<file path="src/rtl/sprite_quad_batcher_core_defines.svh">
// ----------------------------------------------------------------------------
// Sprite quad batcher assertion macros
// Shared property wrappers clocked on clk and disabled during reset.
// ----------------------------------------------------------------------------
`ifndef SPRITE_QUAD_BATCHER_CORE_DEFINES_SVH
`define SPRITE_QUAD_BATCHER_CORE_DEFINES_SVH

// Same-cycle implication.
`define SQB_ASSERT_IMP(lbl, ante, cons) \
  lbl: assert property (@(posedge clk) disable iff (!rst_n) (ante) |-> (cons)) \
    else $error("sprite quad batcher check failed");

// Next-cycle implication.
`define SQB_ASSERT_NXT(lbl, ante, cons) \
  lbl: assert property (@(posedge clk) disable iff (!rst_n) (ante) |=> (cons)) \
    else $error("sprite quad batcher check failed");

`endif

</file>
<file path="src/rtl/sqb_pkg.sv">
// ----------------------------------------------------------------------------
// Sprite quad batcher package
// Constants of the angle reduction and sine polynomial, and shared types.
// ----------------------------------------------------------------------------
package sqb_pkg;

  localparam logic [14:0] QUARTER   = 15'd5760;
  localparam logic [14:0] FULL_TURN = 15'd23040;

  // For r up to one quarter turn, floor(r * 2^23 / 45) equals
  // r * RECIP_INT + ((r * RECIP_FRAC) >> 24).
  localparam logic [17:0] RECIP_INT  = 18'd186413;
  localparam logic [23:0] RECIP_FRAC = 24'd8575044;

  localparam logic [31:0] C1 = 32'd1686629713;
  localparam logic [31:0] C3 = 32'd693598668;
  localparam logic [31:0] C5 = 32'd85569303;
  localparam logic [31:0] C7 = 32'd5026996;
  localparam logic [31:0] C9 = 32'd172273;

  typedef struct packed {
    logic signed [47:0] a;
    logic signed [47:0] b;
    logic signed [47:0] c;
    logic signed [47:0] d;
  } xform_res_t;

endpackage

</file>
<file path="src/rtl/sqb_xform.sv">
// ----------------------------------------------------------------------------
// Sprite quad batcher transform unit
// Computes sine and cosine of the angle and the four size products on one
// shared multiplier under a small step sequencer.
// ----------------------------------------------------------------------------
module sqb_xform (
  input  logic                    clk,
  input  logic                    rst_n,
  input  logic                    start,
  input  logic [14:0]             angle,
  input  logic signed [31:0]      size_x,
  input  logic signed [31:0]      size_y,
  output logic                    done,
  output sqb_pkg::xform_res_t     res
);

  typedef enum logic [1:0] {XS_IDLE, XS_DIV, XS_ISSUE, XS_USE} xstate_t;

  localparam logic [3:0] STEP_TT  = 4'd0;
  localparam logic [3:0] STEP_P9  = 4'd1;
  localparam logic [3:0] STEP_P7  = 4'd2;
  localparam logic [3:0] STEP_P5  = 4'd3;
  localparam logic [3:0] STEP_P3  = 4'd4;
  localparam logic [3:0] STEP_S   = 4'd5;
  localparam logic [3:0] STEP_A   = 4'd6;
  localparam logic [3:0] STEP_B   = 4'd7;
  localparam logic [3:0] STEP_C   = 4'd8;
  localparam logic [3:0] STEP_D   = 4'd9;

  xstate_t             state_r;
  logic [12:0]         r_r;
  logic [30:0]         t_r;
  logic [1:0]          q_r;
  logic [3:0]          step_r;
  logic                which_r;
  logic [30:0]         t2_r;
  logic [31:0]         p_r;
  logic [15:0]         s0_r;
  logic [15:0]         c0_r;
  logic signed [67:0]  prod_r;
  sqb_pkg::xform_res_t res_r;
  logic                done_r;

  logic [14:0]         a_red;
  logic [1:0]          q_in;
  logic [12:0]         r_in;
  logic [12:0]         r_sel;
  logic [36:0]         frac_prod;
  logic [30:0]         t_int;
  logic [30:0]         t_div;
  logic signed [15:0]  sv;
  logic signed [15:0]  cv;
  logic signed [33:0]  ma;
  logic signed [33:0]  mb;
  logic [31:0]         coef;
  logic [33:0]         s_plus;
  logic [15:0]         s_sat;

  always_comb begin
    a_red = (angle >= sqb_pkg::FULL_TURN) ? angle - sqb_pkg::FULL_TURN : angle;
    if (a_red >= 15'(3 * 5760)) begin
      q_in = 2'd3;
      r_in = 13'(a_red - 15'(3 * 5760));
    end else if (a_red >= 15'(2 * 5760)) begin
      q_in = 2'd2;
      r_in = 13'(a_red - 15'(2 * 5760));
    end else if (a_red >= sqb_pkg::QUARTER) begin
      q_in = 2'd1;
      r_in = 13'(a_red - sqb_pkg::QUARTER);
    end else begin
      q_in = 2'd0;
      r_in = a_red[12:0];
    end
  end

  assign r_sel     = which_r ? 13'(sqb_pkg::QUARTER - {2'd0, r_r}) : r_r;
  assign frac_prod = {24'd0, r_sel} * {13'd0, sqb_pkg::RECIP_FRAC};
  assign t_int     = {18'd0, r_sel} * {13'd0, sqb_pkg::RECIP_INT};
  assign t_div     = t_int + {18'd0, frac_prod[36:24]};

  always_comb begin
    case (q_r)
      2'd0:    begin sv = s0_r;            cv = c0_r;            end
      2'd1:    begin sv = c0_r;            cv = 16'(-$signed(s0_r)); end
      2'd2:    begin sv = 16'(-$signed(s0_r)); cv = 16'(-$signed(c0_r)); end
      default: begin sv = 16'(-$signed(c0_r)); cv = s0_r;            end
    endcase
  end

  always_comb begin
    case (step_r)
      STEP_TT: begin ma = {3'b0, t_r};  mb = {3'b0, t_r};        end
      STEP_P9: begin ma = {3'b0, t2_r}; mb = {2'b0, sqb_pkg::C9}; end
      STEP_P7,
      STEP_P5,
      STEP_P3: begin ma = {3'b0, t2_r}; mb = {2'b0, p_r};        end
      STEP_S:  begin ma = {3'b0, t_r};  mb = {2'b0, p_r};        end
      STEP_A:  begin ma = 34'(cv);      mb = 34'(size_x);        end
      STEP_B:  begin ma = 34'(sv);      mb = 34'(size_y);        end
      STEP_C:  begin ma = 34'(sv);      mb = 34'(size_x);        end
      default: begin ma = 34'(cv);      mb = 34'(size_y);        end
    endcase
  end

  always_comb begin
    case (step_r)
      STEP_P9: coef = sqb_pkg::C7;
      STEP_P7: coef = sqb_pkg::C5;
      STEP_P5: coef = sqb_pkg::C3;
      default: coef = sqb_pkg::C1;
    endcase
  end

  assign s_plus = {1'b0, prod_r[62:30]} + 34'd16384;
  assign s_sat  = (s_plus[33:15] > 19'd32767) ? 16'd32767 : s_plus[30:15];

  always_ff @(posedge clk) begin
    if (!rst_n) begin
      state_r <= XS_IDLE;
      done_r  <= 1'b0;
      step_r  <= STEP_TT;
      which_r <= 1'b0;
    end else begin
      done_r <= (state_r == XS_USE) && (step_r == STEP_D);
      unique case (state_r)
        XS_IDLE: begin
          if (start) begin
            q_r     <= q_in;
            r_r     <= r_in;
            step_r  <= STEP_TT;
            which_r <= 1'b0;
            state_r <= XS_DIV;
          end
        end
        XS_DIV: begin
          t_r     <= t_div;
          state_r <= XS_ISSUE;
        end
        XS_ISSUE: begin
          prod_r  <= ma * mb;
          state_r <= XS_USE;
        end
        XS_USE: begin
          case (step_r)
            STEP_TT: begin
              t2_r    <= prod_r[60:30];
              step_r  <= step_r + 4'd1;
              state_r <= XS_ISSUE;
            end
            STEP_P9,
            STEP_P7,
            STEP_P5,
            STEP_P3: begin
              p_r     <= coef - prod_r[61:30];
              step_r  <= step_r + 4'd1;
              state_r <= XS_ISSUE;
            end
            STEP_S: begin
              if (which_r) begin
                c0_r    <= s_sat;
                step_r  <= step_r + 4'd1;
                state_r <= XS_ISSUE;
              end else begin
                s0_r    <= s_sat;
                which_r <= 1'b1;
                step_r  <= STEP_TT;
                state_r <= XS_DIV;
              end
            end
            STEP_A: begin
              res_r.a <= prod_r[47:0];
              step_r  <= step_r + 4'd1;
              state_r <= XS_ISSUE;
            end
            STEP_B: begin
              res_r.b <= prod_r[47:0];
              step_r  <= step_r + 4'd1;
              state_r <= XS_ISSUE;
            end
            STEP_C: begin
              res_r.c <= prod_r[47:0];
              step_r  <= step_r + 4'd1;
              state_r <= XS_ISSUE;
            end
            default: begin
              res_r.d <= prod_r[47:0];
              state_r <= XS_IDLE;
            end
          endcase
        end
        default: state_r <= XS_IDLE;
      endcase
    end
  end

  assign done = done_r;
  assign res  = res_r;

endmodule

</file>
<file path="config.mk">
export PLATFORM = sky130hd
export DESIGN_NAME = sqb_xform
export DESIGN_NICKNAME = d
export VERILOG_FILES = /design/src/rtl/sprite_quad_batcher_core_defines.svh /design/src/rtl/sqb_pkg.sv /design/src/rtl/sqb_xform.sv
export SDC_FILE = /design/constraint.sdc
export NUM_CORES = 2
export LEC_CHECK = 0
export BUFFER_PORTS_ARGS = -buffer_cell sky130_fd_sc_hd__buf_2
export CAP_MARGIN = 10
export CORE_ASPECT_RATIO = 0.75
export CORE_UTILIZATION = 37
export DETAILED_ROUTE_END_ITERATION = 10
export GPL_TIMING_DRIVEN = 0
export MAX_ROUTING_LAYER = met4
export PLACE_DENSITY = 0.5
export SLEW_MARGIN = 40
export SYNTH_ARGS = -nofsm -noshare
export SYNTH_HDL_FRONTEND = slang
export SYNTH_SLANG_ARGS = --single-unit
</file>
<file path="constraint.sdc">
create_clock -name clk -period 11.8 [get_ports clk]
set_clock_uncertainty 0.1 [all_clocks]
set_input_delay 1.18 -clock clk [delete_from_list [all_inputs] [get_ports clk]]
set_output_delay 1.18 -clock clk [all_outputs]
set_load 0.005 [all_outputs]
</file>
==> flow_summary.json <==
{
  "synth_edf_count": 396,
  "tritoncts": "built",
  "grt_pass1_wl_mm": 358,
  "synthDistinctLibCells": 83,
  "cp_num_buf_inv": 8,
  "ys_warn_count": 0,
  "clk_latency_ns": 0.60,
  "clock-sinks": 404,
  "hold_start": "prod_r[51]",
  "outcome": "complete, no violations",
  "syn_area_per_cell_um2": 9.90,
  "worstMarginPinSlew_ns": 0.982,
  "hp-class": "flip-flop to flip-flop",
  "max_freq_ghz": 0.0864,
  "clk_pin_slew_ns": 0.07,
  "synthArstFlopShare_pct": 0,
  "max_cap_violations": 0,
  "detail_route.vias_per_cell": 5.40,
  "hold_depth": 0,
  "avgRoutedWirePerCell_um": 28.7,
  "final.min_clock_period_ns": 11.58,
  "fin_crit_sh_pct": 98.1,
  "drt_pre_antenna_iters": 8,
  "rr_worst_depth": 37,
  "whs_endpoint": "t2_r[21]",
  "critPathKind": "flip-flop to flip-flop",
  "grt.overflow.total": 0,
  "place_hpwl_mm": 214,
  "slew_viol_final": 0,
  "setup_violations": 0,
  "dieHeight_um": 354,
  "grt_antenna_before_repair": 17,
  "r2r_slack_ns": 0.22,
  "cp_max_fo": 10,
  "io_buffers": 274,
  "first_global_vias": 47695,
  "synthFlopType": "edfxtp_1",
  "hold_slack_ns": 0.368,
  "cp-end-kind": "flip-flop",
  "die_w_um": 472,
  "cts_hold_buffers": 0,
  "grt_max_degree": 34,
  "seq_area_frac_synth_pct": 19.7,
  "syn_area_um2": 61300,
  "boundaryPins": 275,
  "layout-drive-gt1-share_pct": 10.6,
  "relSlewSlack_pct": 34.1,
  "nets": 8283,
  "start_util_pct": 37.5,
  "crit_slowest_cell": "fa_1",
  "critPathTopFamily": "adder cells",
  "wl_mm": 251,
  "hold_viol_final": 0,
  "h-tree-depth": 2,
  "crit_top_cell": "fa_1",
  "antenna_left": 0,
  "critPathRequiredTime_ns": 12.03,
  "core_area_um2": 163000,
  "reg2reg_to": "prod_r[61]",
  "arrival_ns": 11.81,
  "slowest_delay_ns": 0.59,
  "drt_iter0_markers": 5062,
  "syn_inst": 6189,
  "numCtsBuffers": 38,
  "die-area_um2": 167000,
  "grt_usage_pct": 31.2,
  "startpoint_type": "flip-flop",
  "r2r-start": "c0_r[2]",
  "area_growth_pct": 11.4,
  "cts_root_buffer": "clkbuf_16",
  "num_rows": 128,
  "ys_ff_latch": 404,
  "vias": 47111,
  "drc_errors": 0,
  "gp_congestion": 1.06,
  "cts_buffer_depth": 3
}
==> routing by layer <==
layer / track usage, % / vias to the layer above / wire, µm
met4: 10.4 / 0 / 10200
met3: 6.92 / 348 / 27100
met1: 45.7 / 24454 / 113000
met2: 42.3 / 2432 / 101000
met5: - / - / 0
li1: - / 19877 / -
==> cells by family after synthesis <==
logic type | Yosys count | synth area share [%]
flip-flops | 404 | 19.7
adder cells (fa/ha/maj) | 1650 | 48.8
XOR/XNOR | 193 | 2.76
AO/OA/AOI/OAI | 626 | 6.90
buffers and inverters | 1594 | 9.93
other | 1 | 0.00612
multiplexers | 16 | 0.261
AND/OR/NAND/NOR | 1705 | 11.7
==> area by class of cell <==
type / count / area (µm²)
sequential: 404 / 12100
multi-input combinational: 4192 / 43900
fill: 16203 / 95100
inverter: 1328 / 4990
buffer: 254 / 1290
clock buffer: 49 / 1050
tap: 2145 / 2680
timing repair buffer: 333 / 2090
antenna: 7 / 17.5
clock inverter: 20 / 205
==> state kept, by name, indices dropped and copies added (netlist names) <==
signal and count:
res 192, prod_r 63, p_r 32, t2_r 31, t_r 31, c0_r 16, s0_r 16, r_r 13
step_r 4, q_r 2, state_r 2, done 1, which_r 1
==> how the worst max path moves through the flow <==
stage | endpoint | slack [ns] | cells past startpoint | startpoint
floorplan | prod_r[61] | 1.59 | 39 | s0_r[1]
global placement | prod_r[56] | -2.83 | 33 | step_r[0]
detailed placement | prod_r[56] | -1.67 | 36 | s0_r[0]
CTS | prod_r[61] | 0.0004 | 38 | c0_r[2]
global route | prod_r[61] | -0.02 | 38 | c0_r[2]
finish | prod_r[61] | 0.22 | 37 | c0_r[2]
==> timing repair <==
action / CTS / global route
resized for setup: 78 / 115
cloned: 0 / 0
pin swaps: 3 / 4
setup endpoints to repair: 31 / 29
buffers inserted: 0 / 11
hold endpoints to repair: 0 / 0
==> synth_stat cells (all sizes together), types with 4 or more instances <==
| cell | n | area share, % |
|---|---|---|
| o31ai | 16 | 0.20 |
| nor4 | 15 | 0.16 |
| inv | 1327 | 8.1 |
| a211oi | 22 | 0.27 |
| and3 | 22 | 0.22 |
| a311oi | 4 | 0.057 |
| a222oi | 25 | 0.41 |
| o22ai | 9 | 0.092 |
| nand2 | 638 | 3.9 |
| xnor2 | 134 | 1.9 |
| or2 | 13 | 0.13 |
| and4 | 10 | 0.14 |
| a21o | 68 | 0.83 |
| a31oi | 13 | 0.13 |
| o41ai | 7 | 0.10 |
| nor3b | 4 | 0.049 |
| o21ai | 132 | 1.1 |
| dfxtp | 8 | 0.26 |
| fa | 1231 | 40 |
| or4 | 4 | 0.055 |
| buf | 57 | 0.52 |
| nand4 | 14 | 0.14 |
| a22o | 5 | 0.071 |
| nor2b | 34 | 0.35 |
| ha | 419 | 8.6 |
| edfxtp | 396 | 19 |
| nor2 | 737 | 4.5 |
| a221oi | 17 | 0.25 |
| o211ai | 15 | 0.18 |
| nand3 | 60 | 0.49 |
| or3 | 20 | 0.20 |
| xor2 | 59 | 0.84 |
| o21bai | 12 | 0.15 |
| a211o | 8 | 0.11 |
| and2 | 41 | 0.42 |
| a21boi | 5 | 0.061 |
| a221o | 17 | 0.28 |
| nor3 | 43 | 0.37 |
| o2111ai | 4 | 0.057 |
| nand2b | 42 | 0.43 |
| mux2i | 16 | 0.26 |
| o21a | 59 | 0.72 |
| a22oi | 9 | 0.11 |
| a21oi | 142 | 1.2 |
| clkbuf | 209 | 1.3 |
==> worst register-to-register path, delay by kind of cell (launching register included) <==
family                   cells  cell delay, ns
adder cells (fa/ha/maj)      9            4.62
AO/OA/AOI/OAI               12            2.97
AND/OR/NAND/NOR              6            1.75
buffers and inverters        8            1.15
flip-flops                   1            0.43
multiplexers                 1            0.16
XOR/XNOR                     1            0.15
==> placed cells by master, fill, tap and decap left out, types with 15 or more instances in the layout <==
| cell type | count |
|---|---|
| inv_1 | 1326 |
| fa_1 | 1226 |
| nor2_1 | 729 |
| nand2_1 | 623 |
| ha_1 | 418 |
| edfxtp_1 | 396 |
| buf_2 | 306 |
| a21oi_1 | 132 |
| xnor2_1 | 127 |
| o21ai_0 | 99 |
| clkbuf_2 | 97 |
| clkbuf_1 | 93 |
| a21o_1 | 68 |
| xor2_1 | 58 |
| nand3_1 | 57 |
| o21a_1 | 55 |
| nand2b_1 | 42 |
| clkbuf_16 | 39 |
| and2_1 | 37 |
| buf_4 | 36 |
| nor3_1 | 34 |
| nor2b_1 | 32 |
| a222oi_1 | 25 |
| and3_1 | 20 |
| or3_1 | 19 |
| clkbuf_4 | 18 |
| a211oi_1 | 17 |
| o21ai_2 | 17 |
| mux2i_1 | 16 |
| a221oi_1 | 16 |
| buf_6 | 16 |
| o31ai_1 | 16 |
| o211ai_1 | 15 |
| a221o_1 | 15 |
==> stage by stage <==
stage               TNS (ns)  std cells  area (µm²)  setup WS [ns]  utilization, %
finish                     0       8732       68200          0.220            41.8
global route         -0.0210       8729       68200        -0.0152            41.8
CTS                        0       8724       67800       0.000400            41.5
detailed placement    -20.85       8657       66400          -1.67            40.6
global placement      -69.06       8609       65300          -2.83            40.0
floorplan                  0       6190       61300           1.59               -
Power is not shown: default switching activity piles up to over one toggle a cycle in this logic, so the estimate is an artifact.
